--- src/iirl_pkg.sv ---
package iirl_pkg;

  // defaults for the top level parameters
  localparam int SAMPLE_WIDTH_DEF = 32;
  localparam int NUM_AXES_DEF     = 3;

  // fixed field and filter geometry
  localparam int AXIS_W     = 2;
  localparam int TAPS       = 4;
  localparam int NTERMS     = 2 * TAPS + 1;
  localparam int COEF_W     = 32;
  localparam int LO_W       = 16;
  localparam int FRAC_SHIFT = 28;

  // gravity preset of the z channel, Q15.16, and the bits it needs
  localparam int GRAVITY_Q16  = -642678;
  localparam int GRAVITY_BITS = 21;
  localparam int GRAVITY_AXIS = 2;

  // front queue depth
  localparam int QDEPTH = 2;

  // Q3.28 coefficients: b0..b4 on new and past inputs, then -a1..-a4 on past outputs
  localparam logic signed [COEF_W-1:0] COEFS [NTERMS] = '{
    32'sd508308,
    -32'sd595997,
    32'sd909746,
    -32'sd595997,
    32'sd508308,
    32'sd902548961,
    -32'sd1149603896,
    32'sd656261746,
    -32'sd141505722
  };

  // head of the front queue as seen by the back part
  typedef struct packed {
    logic              valid;
    logic              in_range;
    logic [AXIS_W-1:0] axis;
  } iirl_head_t;

endpackage

--- src/iirl_if.sv ---
interface iirl_in_if #(
  parameter int SAMPLE_WIDTH = iirl_pkg::SAMPLE_WIDTH_DEF
);
  import iirl_pkg::*;

  logic                           valid;
  logic                           ready;
  logic [AXIS_W-1:0]              axis;
  logic signed [SAMPLE_WIDTH-1:0] sample;

  modport source (output valid, output axis, output sample, input ready);
  modport sink   (input valid, input axis, input sample, output ready);
endinterface


--- src/iirl_front.sv ---
module iirl_front #(
  parameter int SAMPLE_WIDTH = iirl_pkg::SAMPLE_WIDTH_DEF,
  parameter int NUM_AXES     = iirl_pkg::NUM_AXES_DEF
) (
  input  logic                           clk_i,
  input  logic                           rst_ni,
  iirl_in_if.sink                        in_i,
  output iirl_pkg::iirl_head_t           head_o,
  output logic signed [SAMPLE_WIDTH-1:0] head_sample_o,
  input  logic                           pop_i
);
  import iirl_pkg::*;

  localparam int PTR_W = (QDEPTH > 1) ? $clog2(QDEPTH) : 1;
  localparam int CNT_W = $clog2(QDEPTH + 1);

  logic signed [SAMPLE_WIDTH-1:0] sample_q [QDEPTH];
  logic [AXIS_W-1:0]              axis_q   [QDEPTH];
  logic                           range_q  [QDEPTH];

  logic [PTR_W-1:0] wr_ptr_q, wr_ptr_d;
  logic [PTR_W-1:0] rd_ptr_q, rd_ptr_d;
  logic [CNT_W-1:0] cnt_q, cnt_d;

  logic push;
  logic pop;
  logic in_range;

  // classify: channel inside the configured set
  assign in_range = (32'(in_i.axis) < NUM_AXES);

  // queue handshake
  assign in_i.ready = (cnt_q != CNT_W'(QDEPTH));
  assign push       = in_i.valid && in_i.ready;
  assign pop        = pop_i && (cnt_q != '0);

  // pointer and fill count update
  always_comb begin
    wr_ptr_d = wr_ptr_q;
    rd_ptr_d = rd_ptr_q;
    cnt_d    = cnt_q;
    if (push) begin
      wr_ptr_d = (wr_ptr_q == PTR_W'(QDEPTH - 1)) ? '0 : wr_ptr_q + 1'b1;
    end
    if (pop) begin
      rd_ptr_d = (rd_ptr_q == PTR_W'(QDEPTH - 1)) ? '0 : rd_ptr_q + 1'b1;
    end
    if (push && !pop) begin
      cnt_d = cnt_q + 1'b1;
    end else if (pop && !push) begin
      cnt_d = cnt_q - 1'b1;
    end
  end

  always_ff @(posedge clk_i or negedge rst_ni) begin
    if (!rst_ni) begin
      wr_ptr_q <= '0;
      rd_ptr_q <= '0;
      cnt_q    <= '0;
    end else begin
      wr_ptr_q <= wr_ptr_d;
      rd_ptr_q <= rd_ptr_d;
      cnt_q    <= cnt_d;
    end
  end

  // queue storage
  always_ff @(posedge clk_i) begin
    if (push) begin
      sample_q[wr_ptr_q] <= in_i.sample;
      axis_q[wr_ptr_q]   <= in_i.axis;
      range_q[wr_ptr_q]  <= in_range;
    end
  end

  // head of queue
  assign head_o.valid    = (cnt_q != '0);
  assign head_o.in_range = range_q[rd_ptr_q];
  assign head_o.axis     = axis_q[rd_ptr_q];
  assign head_sample_o   = sample_q[rd_ptr_q];

endmodule

--- src/flat_wrapper.sv ---
// flat-port wrapper written by rule: the top's interface ports become plain ports
module iirl_front_flat import iirl_pkg::*;
#(
  parameter int SAMPLE_WIDTH = iirl_pkg::SAMPLE_WIDTH_DEF,
  parameter int NUM_AXES     = iirl_pkg::NUM_AXES_DEF
)
  (clk_i, rst_ni, head_o, head_sample_o, pop_i, in_i_valid, in_i_axis, in_i_sample, in_i_ready);
  iirl_in_if #(.SAMPLE_WIDTH(SAMPLE_WIDTH)) in_i_i ();
  input  logic clk_i;
  input  logic rst_ni;
  output iirl_pkg::iirl_head_t head_o;
  output logic signed [SAMPLE_WIDTH-1:0] head_sample_o;
  input  logic pop_i;
  input wire logic [$bits(in_i_i.valid)-1:0] in_i_valid;
  input wire logic [$bits(in_i_i.axis)-1:0] in_i_axis;
  input wire logic [$bits(in_i_i.sample)-1:0] in_i_sample;
  output wire logic [$bits(in_i_i.ready)-1:0] in_i_ready;
  assign in_i_i.valid = in_i_valid;
  assign in_i_i.axis = in_i_axis;
  assign in_i_i.sample = in_i_sample;
  assign in_i_ready = in_i_i.ready;
  iirl_front #(.SAMPLE_WIDTH(SAMPLE_WIDTH), .NUM_AXES(NUM_AXES)) u_core (.clk_i(clk_i), .rst_ni(rst_ni), .in_i(in_i_i), .head_o(head_o), .head_sample_o(head_sample_o), .pop_i(pop_i));
endmodule
--- config.mk ---
export PLATFORM = sky130hd
export DESIGN_NAME = iirl_front_flat
export DESIGN_NICKNAME = d
export VERILOG_FILES = /design/src/iirl_pkg.sv /design/src/iirl_if.sv /design/src/iirl_front.sv /design/src/flat_wrapper.sv
export SDC_FILE = /design/constraint.sdc
export NUM_CORES = 1
export LEC_CHECK = 0
export BUFFER_PORTS_ARGS = -buffer_cell sky130_fd_sc_hd__buf_4
export CORE_ASPECT_RATIO = 0.7
export CORE_MARGIN = 8
export CORE_UTILIZATION = 52
export DETAILED_ROUTE_END_ITERATION = 16
export PLACE_DENSITY = 0.85
export SLEW_MARGIN = 10
export SYNTH_ARGS = -nofsm -noshare
export SYNTH_HDL_FRONTEND = slang
export SYNTH_SLANG_ARGS = --single-unit
--- constraint.sdc ---
create_clock -name clk_i -period 2.9 [get_ports clk_i]
set_clock_uncertainty 0.05 [all_clocks]
set_input_delay 0.435 -clock clk_i [delete_from_list [all_inputs] [get_ports clk_i]]
set_output_delay 0.435 -clock clk_i [all_outputs]
set_load 0.01 [all_outputs]
==> results of run 1 <==
-- timing repair --
action / in CTS / in global routing
gates resized for setup: 0 / 0
hold endpoints to repair: 4 / 0
hold buffers: 1 / 0
-- layout by cell type, fill, tap and decap left out --
master and instances:
and3_2 1, buf_4 77, bufinv_16 4, clkbuf_1 1
clkbuf_8 9, clkinv_1 1, clkinv_2 1, dfrtp_1 3
dfrtp_2 1, dlygate4sd3_1 1, edfxtp_1 70, ha_1 1
inv_1 1, mux2_2 6, mux2_4 29, nand2_1 3
nand2b_1 1, nor2_1 1, nor2_4 1, or2_1 1
xnor2_1 3, xor2_1 2
-- sequential cells by signal, summed over array words and instances (netlist names) --
| name | cells |
|---|---|
| u_core.axis_q | 4 |
| u_core.cnt_q | 2 |
| u_core.range_q | 2 |
| u_core.rd_ptr_q | 1 |
| u_core.sample_q | 64 |
| u_core.wr_ptr_q | 1 |
-- layout make-up --
class                      instances  area (um2)
clock buffer                      10       127.6
multi-input combinational         49       605.6
fill                             346        1538
sequential                        74        2203
inverter                           1       3.754
clock inverter                     6       128.9
tap                               72       90.09
timing repair buffer              78       588.1
-- kinds of logic after synthesis --
| group | after synthesis | share of synthesized area [%] |
|---|---|---|
| muxes | 35 | 17.50 |
| and+or+nand+nor | 8 | 1.307 |
| adders and majority gates | 1 | 0.4353 |
| buffers and inverters | 5 | 2.612 |
| DFF | 74 | 76.62 |
| xor gates and xnor gates | 5 | 1.524 |
-- through the flow --
step,cells,utilization (%),area (um2),total power [uW]
2_1_floorplan,128,-,2874,2452
3_3_place_gp,273,65.86,3481,2886
3_5_place_dp,273,65.86,3481,2917
4_1_cts,290,70.90,3747,3923
5_1_grt,290,70.90,3747,4049
6_report,290,70.90,3747,3870
-- path summary, 6_finish.rpt --
path / startpoint / endpoint
setup / recovery: u_core.rd_ptr_q$_DFFE_PN0P_ / head_sample_o[20]
max in group asynchronous: rst_ni / u_core.rd_ptr_q$_DFFE_PN0P_
hold reg to reg: u_core.cnt_q[1]$_DFFE_PN0P_ / u_core.cnt_q[1]$_DFFE_PN0P_
min in group asynchronous: rst_ni / u_core.wr_ptr_q$_DFFE_PN0P_
setup reg to reg: u_core.cnt_q[0]$_DFFE_PN0P_ / u_core.sample_q[0][31]$_DFFE_PP_
hold / removal: in_i_sample[28] / u_core.sample_q[0][28]$_DFFE_PP_
-- critical path: stages, from the launching register on --
cell     delay (ns)
dfrtp_2        0.36
buf_4          0.32
mux2_2         0.39
buf_4          0.14
-- power by group through the flow --
stage | logic, uW | clock network (uW) | registers (uW)
global route | 1420 | 1060 | 1570
floorplan | 904 | 0 | 1550
CTS | 1350 | 1020 | 1550
global placement | 1330 | 0 | 1550
finish | 1320 | 999 | 1550
detailed placement | 1350 | 0 | 1570
-- routing by layer --
layer  share of wire, %  global-route usage, %  vias to the layer above
li1                   -                      -                      660
met2                 48                  20.55                       54
met4                1.8                  7.660                        0
met5                  0                      0                        -
met3                8.3                  6.281                        6
met1                 42                  14.66                      630
==> results.sh, run 1 <==
export IMPL_rsz0062_at_grt="false"
export IMPL_antenna_cells=0
export IMPL_cts_buffers=9
export IMPL_grt_pass1_vias=1491
export IMPL_path_max_fanout=19
export IMPL_syn_num_nets=167
export IMPL_final_hold_viol_count=0
export IMPL_power_density_nw_per_um2=1033
export IMPL_cts_tree="built"
export IMPL_die_h_um=78.20
export IMPL_grtUsageTotal_pct=13.18
export IMPL_power_switching_uw=1025
export IMPL_grt_pass1_wl_mm=8.059
export IMPL_fp_row_count=22
export IMPL_cp_arrival_ns=1.55
export IMPL_cts_max_path_buffers=2
export IMPL_power_frac_comb_pct=34.2
export IMPL_synthTopCellsByArea="edfxtp_1 (73%), mux2_4 (15%), dfrtp_1 (3.5%)"
export IMPL_seq_power_share_pct=40.0
export IMPL_nets=252
export IMPL_die_area_um2=8200
export IMPL_critPathCaptureType="output port"
export IMPL_whs_ns=0.2297
export IMPL_via_per_inst=4.655
export IMPL_ant_nets=0
export IMPL_clkSlewWorstSetupHoldPaths_ns=0.07
export IMPL_outcome="completed"
export IMPL_syn_inst=128
export IMPL_pre_cts_slack_ns=1.081
export IMPL_syn_area_um2=2874
export IMPL_clock_latency_ns=0.33
export IMPL_synth_most_common_cell="edfxtp_1"
export IMPL_yosysWarningCount=0
export IMPL_synth_edf_count=70
export IMPL_drc=0
export IMPL_gp_congestion=0.7487
export IMPL_routedWlPerCell_um=17.70
export IMPL_post_cts_buffers=0
export IMPL_crit_type="reg -> out"
export IMPL_fin_crit_sh_pct=70.07
export IMPL_ys_seq_area_share_pct=76.62
export IMPL_required_ns=2.41
export IMPL_maxCapViolCount=0
export IMPL_worstMarginPinSlew_ns=0.8082
export IMPL_slew_headroom_pct=46.12
export IMPL_io_buffers=74
export IMPL_p_leak_uw=0.001510
export IMPL_initial_core_util_pct=54.38
export IMPL_grt_max_degree=36
export IMPL_min_path_cells=1
export IMPL_hold_class="in -> reg"
export IMPL_synthTopCellsByCount="edfxtp_1 (70), mux2_4 (29), mux2_2 (6), dfrtp_1 (4)"
export IMPL_yosysTopAreaCell="edfxtp_1"
export IMPL_core_um2=5285
export IMPL_fmax_ghz=0.4922
export IMPL_startpoint_type="flip-flop"
export IMPL_clock_sinks=74
export IMPL_synth_top_cell_area_share_pct=73.14
export IMPL_layout_drive_gt1_share_pct=59.17
export IMPL_ios=75
export IMPL_drt_initial_drc_count=73
export IMPL_tns_ns=0
export IMPL_reg2regPathDepth=4
export IMPL_ys_seq_elements=74
export IMPL_period_minus_slack_ns=2.032
export IMPL_die_w_um=104.9
export IMPL_via_count=1350
export IMPL_report_final_slew_viol_count=0
export IMPL_h_tree_depth=3
export IMPL_drt_first_pass_iters=4
export IMPL_synth_ff_type="edfxtp_1"
export IMPL_antenna_found_initial=0
export IMPL_postSynth_asyncResetShare_pct=5.405
export IMPL_hpwl_mm=3.630
export IMPL_r2r_slack_ns=1.07
export IMPL_setup_viol=0
export IMPL_p_int_uw=2845
export IMPL_syn_area_per_cell_um2=22.45
export IMPL_ys_types=15
export IMPL_p_sw_share_pct=26.49
export IMPL_pwr_share_clk_pct=25.8
export IMPL_grt_overflow=0
export IMPL_routed_wl_mm=5.132
export IMPL_root_buffer="clkbuf_8"
export IMPL_worst_slack_ns=0.8681
export IMPL_syn_to_final_growth_pct=30.39
export IMPL_vdd_drop_max_mv=0.7276
(Power assumes the default switching activity.)
==> inputs of run 2 (changes only) <==
==> constraint.sdc (replaced) <==
create_clock -name clk_i -period 2 [get_ports clk_i]
set_clock_uncertainty 0.05 [all_clocks]
set_input_delay 0.3 -clock clk_i [delete_from_list [all_inputs] [get_ports clk_i]]
set_output_delay 0.3 -clock clk_i [all_outputs]
set_load 0.01 [all_outputs]
==> run 2 against run 1 <==
  * Sequential power is 47% higher
  * Worst setup slack worse by 0.76 ns
  * Global-route usage increased by 0.18 points
  * Via count grew 5.6%
  * Design area up 1.6%
  * Largest cell class unchanged
  * Utilization grew 1.1 points
  * Cell count is 2.1% higher
  * Sequential cell count did not move
  * Register-to-register slack worse by 0.63 ns
  * Total power grew 46%
  * Clock-buffer cell count increased by 1
  * Combinational power is 55% higher
==> results.sh, run 2 (synthesis gave the netlist of run 1 again) <==
export IMPL_via_per_inst=4.814
export IMPL_layout_common_cells="buf_4 (80), edfxtp_1 (70), mux2_4 (29)"
export IMPL_min_path_cells=1
export IMPL_required_ns=1.65
export IMPL_p_int_uw=4131
export IMPL_largest_reg_flops=64
export IMPL_outcome="completed"
export IMPL_cp_num_buf_inv=2
export IMPL_grt_pass1_wl_mm=8.169
export IMPL_root_buffer="clkbuf_8"
export IMPL_drt_first_pass_iters=4
export IMPL_power_frac_comb_pct=36.4
export IMPL_fmax_ghz=0.5297
export IMPL_clock_sinks=74
export IMPL_grt_pass1_vias=1645
export IMPL_pwr_share_clk_pct=23.3
export IMPL_rsz0062_at_grt="false"
export IMPL_core_um2=5285
export IMPL_reg2regPathDepth=7
export IMPL_drt_initial_drc_count=64
export IMPL_tns_ns=0
export IMPL_worstReg2RegEnd="u_core.cnt_q[1]$_DFFE_PN0P_"
export IMPL_power_switching_uw=1513
export IMPL_hpwl_mm=3.797
export IMPL_vdd_drop_max_mv=0.8694
export IMPL_power_density_nw_per_um2=1482
export IMPL_hold_class="in -> reg"
export IMPL_setup_viol=0
export IMPL_report_final_slew_viol_count=0
export IMPL_r2r_start="u_core.cnt_q[0]$_DFFE_PN0P_"
export IMPL_worstMarginPinSlew_ns=0.3049
export IMPL_final_hold_viol_count=0
export IMPL_hp_start="in_i_sample[28]"
export IMPL_crit_chain="buf_12 -> mux2_2 -> buf_4"
export IMPL_p_sw_share_pct=26.81
export IMPL_cts_buffers=9
export IMPL_fp_row_count=22
export IMPL_largestRegisters="u_core.sample_q x64, u_core.axis_q x4"
export IMPL_r2r_slack_ns=0.44
export IMPL_clkSlewWorstSetupHoldPaths_ns=0.07
export IMPL_path_max_fanout=15
export IMPL_grt_overflow=0
export IMPL_cts_tree="built"
export IMPL_grtUsageTotal_pct=13.36
export IMPL_cpLargestDelayFamily="flip-flops"
export IMPL_crit_type="reg -> out"
export IMPL_initial_core_util_pct=54.38
export IMPL_layout_drive_gt1_share_pct=60.27
export IMPL_seq_power_share_pct=40.4
export IMPL_hold_path_endpoint="u_core.sample_q[1][28]$_DFFE_PP_"
export IMPL_ios=75
export IMPL_h_tree_depth=3
export IMPL_syn_to_final_growth_pct=32.48
export IMPL_nets=258
export IMPL_gp_congestion=0.7395
export IMPL_die_h_um=78.20
export IMPL_io_buffers=74
export IMPL_startpoint_type="flip-flop"
export IMPL_cp_arrival_ns=1.54
export IMPL_fin_util_pct=72.04
export IMPL_clock_latency_ns=0.34
export IMPL_maxCapViolCount=0
export IMPL_cts_resized=0
export IMPL_period_minus_slack_ns=1.888
export IMPL_mostFrequentLayoutCell="buf_4"
export IMPL_drc=0
export IMPL_antenna_cells=0
export IMPL_routed_wl_mm=5.155
export IMPL_grt_max_degree=36
export IMPL_routedWlPerCell_um=17.42
export IMPL_die_w_um=104.9
export IMPL_regMostFlops="u_core.sample_q"
export IMPL_antenna_found_initial=0
export IMPL_cts_max_path_buffers=2
export IMPL_max_stage_delay_ns=0.50
export IMPL_slew_headroom_pct=79.67
export IMPL_cpMaxStageDelayCell="dfrtp_2"
export IMPL_die_area_um2=8200
export IMPL_ant_nets=0
export IMPL_p_leak_uw=0.001538
export IMPL_critPathCaptureType="output port"
export IMPL_via_count=1425
export IMPL_fin_crit_sh_pct=94.39
run 2: worst max path at each step:
stage,slack [ns],startpoint,end,depth (start not counted)
finish,0.11,u_core.rd_ptr_q$_DFFE_PN0P_,head_sample_o[9],3
global route,0.05,u_core.rd_ptr_q$_DFFE_PN0P_,head_sample_o[9],3
CTS,0.02,u_core.rd_ptr_q$_DFFE_PN0P_,head_sample_o[9],3
detailed placement,0.41,u_core.rd_ptr_q$_DFFE_PN0P_,head_sample_o[9],3
global placement,0.42,u_core.rd_ptr_q$_DFFE_PN0P_,head_sample_o[15],3
floorplan,0.05,u_core.cnt_q[0]$_DFFE_PN0P_,u_core.axis_q[1][0]$_DFFE_PP_,2
run 2: what timing repair did:
item / 4_1_cts / 5_1_grt
endpoints found under the hold margin: 4 / 0
buffers inserted: 0 / 4
setup endpoints to repair: 0 / 5
hold buffers: 1 / 0
run 2: metrics by stage:
| step | setup WS (ns) | power, uW | hold slack [ns] | instances | instance area [um2] |
|---|---|---|---|---|---|
| floorplan | 0.05000 | 3561 | -0.04559 | 128 | 2882 |
| global placement | 0.4229 | 4288 | 0.05117 | 275 | 3533 |
| detailed placement | 0.4093 | 4342 | 0.04978 | 275 | 3533 |
| CTS | 0.02296 | 5670 | 0.07210 | 292 | 3777 |
| global route | 0.04611 | 5929 | 0.06151 | 296 | 3807 |
| finish | 0.1122 | 5644 | 0.09438 | 296 | 3807 |
run 2: layer usage:
layer  vias to the layer above  GRT usage [%]  part of all wire [%]
li1                        675              -                     -
met1                       686          13.62                    40
met2                        55          22.38                    49
met3                         9          7.830                   8.9
met4                         0          5.106                   1.3
met5                         -              0                     0
run 2: layout make-up:
cell class | instances | area, um2
tap | 72 | 90.09
fill | 357 | 1478
inverter | 1 | 3.754
multi-input combinational | 49 | 605.6
sequential | 74 | 2203
timing repair buffer | 84 | 670.6
clock inverter | 5 | 102.6
clock buffer | 11 | 131.4
run 2: power by group through the flow:
stage	clock network [uW]	registers [uW]	logic [uW]
6_report	1310	2280	2050
5_1_grt	1430	2310	2190
4_1_cts	1350	2290	2020
3_5_place_dp	0	2330	2020
3_3_place_gp	0	2300	1990
2_1_floorplan	0	2240	1320
==> inputs of run 3 (changes only) <==
--- a/config.mk
+++ b/config.mk
@@ -5,7 +5,7 @@
 export SDC_FILE = /design/constraint.sdc
 export NUM_CORES = 1
 export LEC_CHECK = 0
-export BUFFER_PORTS_ARGS = -buffer_cell sky130_fd_sc_hd__buf_4
+export BUFFER_PORTS_ARGS = -buffer_cell sky130_fd_sc_hd__buf_2
 export CORE_ASPECT_RATIO = 0.7
 export CORE_MARGIN = 8
 export CORE_UTILIZATION = 52
==> run 3 against run 2 <==
  * Die area unchanged
  * Design area decreased by 6.7%
  * Clock power fell by 29%
  * Clock-buffer cell count up 2
  * Register-to-register slack worse by 0.09 ns
  * Non-clock buffer count decreased by 1
  * Routed wire length decreased by 3.0%
  * Worst hold slack better by 0.0016 ns
  * Worst setup slack improved by 0.011 ns
  * Cell count decreased by 0.34%
  * Utilization fell by 4.8 points
  * Sequential power about the same
  * Critical path type unchanged
  * Largest power group unchanged
==> results.sh, run 3 (synthesis gave the netlist of run 1 again) <==
export IMPL_clock_sinks=74
export IMPL_via_per_inst=4.746
export IMPL_worst_slack_ns=0.1232
export IMPL_report_final_slew_viol_count=0
export IMPL_nFillCells=385
export IMPL_crit_type="reg -> out"
export IMPL_use_met3_pct=8.401
export IMPL_seq_area_um2=2206
export IMPL_multi_input_area_um2=605.6
export IMPL_routedWlPerCell_um=16.95
export IMPL_power_density_nw_per_um2=1429
export IMPL_final_hold_viol_count=0
export IMPL_largestRegisters="u_core.sample_q x64, u_core.axis_q x4"
export IMPL_maxCapViolCount=0
export IMPL_grt_pass1_wl_mm=7.879
export IMPL_nets=257
export IMPL_final_area_um2=3552
export IMPL_grt_overflow=0
export IMPL_grt_max_degree=36
export IMPL_ant_nets=0
export IMPL_hpwl_mm=3.489
export IMPL_cts_max_path_buffers=2
export IMPL_grtUsageTotal_pct=12.71
export IMPL_initial_core_util_pct=54.38
export IMPL_p_leak_uw=0.001435
export IMPL_gp_congestion=0.7216
export IMPL_ios=75
export IMPL_layout_common_cells="buf_2 (74), edfxtp_1 (70), mux2_4 (29)"
export IMPL_clock_latency_ns=0.34
export IMPL_fp_row_count=22
export IMPL_layout_drive_gt1_share_pct=59.19
export IMPL_grt_use_met1_pct=13.77
export IMPL_setup_viol=0
export IMPL_startpoint_type="flip-flop"
export IMPL_largest_reg_flops=64
export IMPL_grt_pass1_vias=1566
export IMPL_slew_headroom_pct=86.50
export IMPL_dpl_cell_area_um2=3361
export IMPL_vdd_drop_max_mv=0.7958
export IMPL_grtUsageMet2_pct=20.05
export IMPL_h_tree_depth=3
export IMPL_drt_first_pass_iters=4
export IMPL_die_w_um=104.9
export IMPL_drc=0
export IMPL_antenna_found_initial=0
export IMPL_required_ns=1.65
export IMPL_critPathCaptureType="output port"
export IMPL_hold_class="in -> reg"
export IMPL_die_area_um2=8200
export IMPL_clkSlewWorstSetupHoldPaths_ns=0.07
export IMPL_io_buffers=74
export IMPL_outcome="completed"
export IMPL_cts_buffers=9
export IMPL_via_count=1400
export IMPL_grt_busiest_layer="met2"
export IMPL_tns_ns=0
export IMPL_core_um2=5285
export IMPL_routed_wl_mm=5.000
export IMPL_die_h_um=78.20
export IMPL_worstMarginPinSlew_ns=0.2025
export IMPL_cts_tree="built"
export IMPL_pre_cts_slack_ns=0.3061
export IMPL_drt_initial_drc_count=65
export IMPL_rsz0062_at_grt="false"
export IMPL_period_minus_slack_ns=1.877
export IMPL_regMostFlops="u_core.sample_q"
export IMPL_path_max_fanout=13
export IMPL_cp_arrival_ns=1.53
export IMPL_root_buffer="clkbuf_8"
export IMPL_syn_to_final_growth_pct=23.60
export IMPL_mostFrequentLayoutCell="buf_2"
export IMPL_fmax_ghz=0.5328
export IMPL_fin_crit_sh_pct=93.84
export IMPL_antenna_cells=0
run 3: cell types whose count changed in the layout (fill, tap and decap cells not counted), sizes merged:
| cell | before | now |
|---|---|---|
| clkbuf | 11 | 13 |
| bufinv | 3 | 0 |
| buf | 83 | 82 |
| clkinv | 1 | 2 |
run 3: metrics by stage:
stage | util, % | hold WS (ns) | power, uW | instances
floorplan | - | -0.04559 | 3561 | 128
global placement | 63.59 | 0.06157 | 4112 | 275
detailed placement | 63.59 | 0.06314 | 4151 | 275
CTS | 66.79 | 0.07529 | 5108 | 292
global route | 67.21 | 0.06737 | 5343 | 295
finish | 67.21 | 0.09596 | 5075 | 295
run 3: area by class of cell:
type,instances,share of cell area [%]
multi-input combinational,49,17.05
timing repair buffer,83,13.81
clock buffer,13,3.910
inverter,1,0.1057
clock inverter,3,0.4931
sequential,74,62.10
tap,72,2.536
run 3: critical path: stages (launching register included):
cell	delay [ns]
dfrtp_4	0.55
buf_12	0.19
mux2_4	0.30
buf_2	0.14
run 3: timing repair:
| item | 4_1_cts | 5_1_grt |
|---|---|---|
| resized for setup | 1 | 0 |
| endpoints found under the setup margin | 25 | 16 |
| endpoints found under the hold margin | 4 | 0 |
| buffers inserted | 0 | 3 |
| hold buffers | 1 | 0 |
run 3: final timing paths:
path | slack [ns] | from | cells after the start | end
setup / recovery | 0.12 | u_core.rd_ptr_q$_DFFE_PN0P_ | 3 | head_o[1]
hold / removal | 0.1 | in_i_sample[7] | 1 | u_core.sample_q[1][7]$_DFFE_PP_
setup reg to reg | 0.35 | u_core.cnt_q[0]$_DFFE_PN0P_ | 6 | u_core.cnt_q[1]$_DFFE_PN0P_
hold reg to reg | 0.44 | u_core.cnt_q[1]$_DFFE_PN0P_ | 1 | u_core.cnt_q[1]$_DFFE_PN0P_
max in group asynchronous | 1.52 | rst_ni | 2 | u_core.rd_ptr_q$_DFFE_PN0P_
min in group asynchronous | 0.24 | rst_ni | 2 | u_core.wr_ptr_q$_DFFE_PN0P_
run 3: where the power goes:
| group | internal, uW | switching, uW |
|---|---|---|
| Sequential | 2130 | 152 |
| Clock | 447 | 487 |
| Combinational | 997 | 862 |
| Total | 3570 | 1500 |
run 3: routing by layer:
metal / wire length (um) / vias to the layer above
met5: 0 / -
met4: 44 / 0
met3: 489 / 5
met2: 2356 / 54
met1: 2110 / 669
li1: - / 672
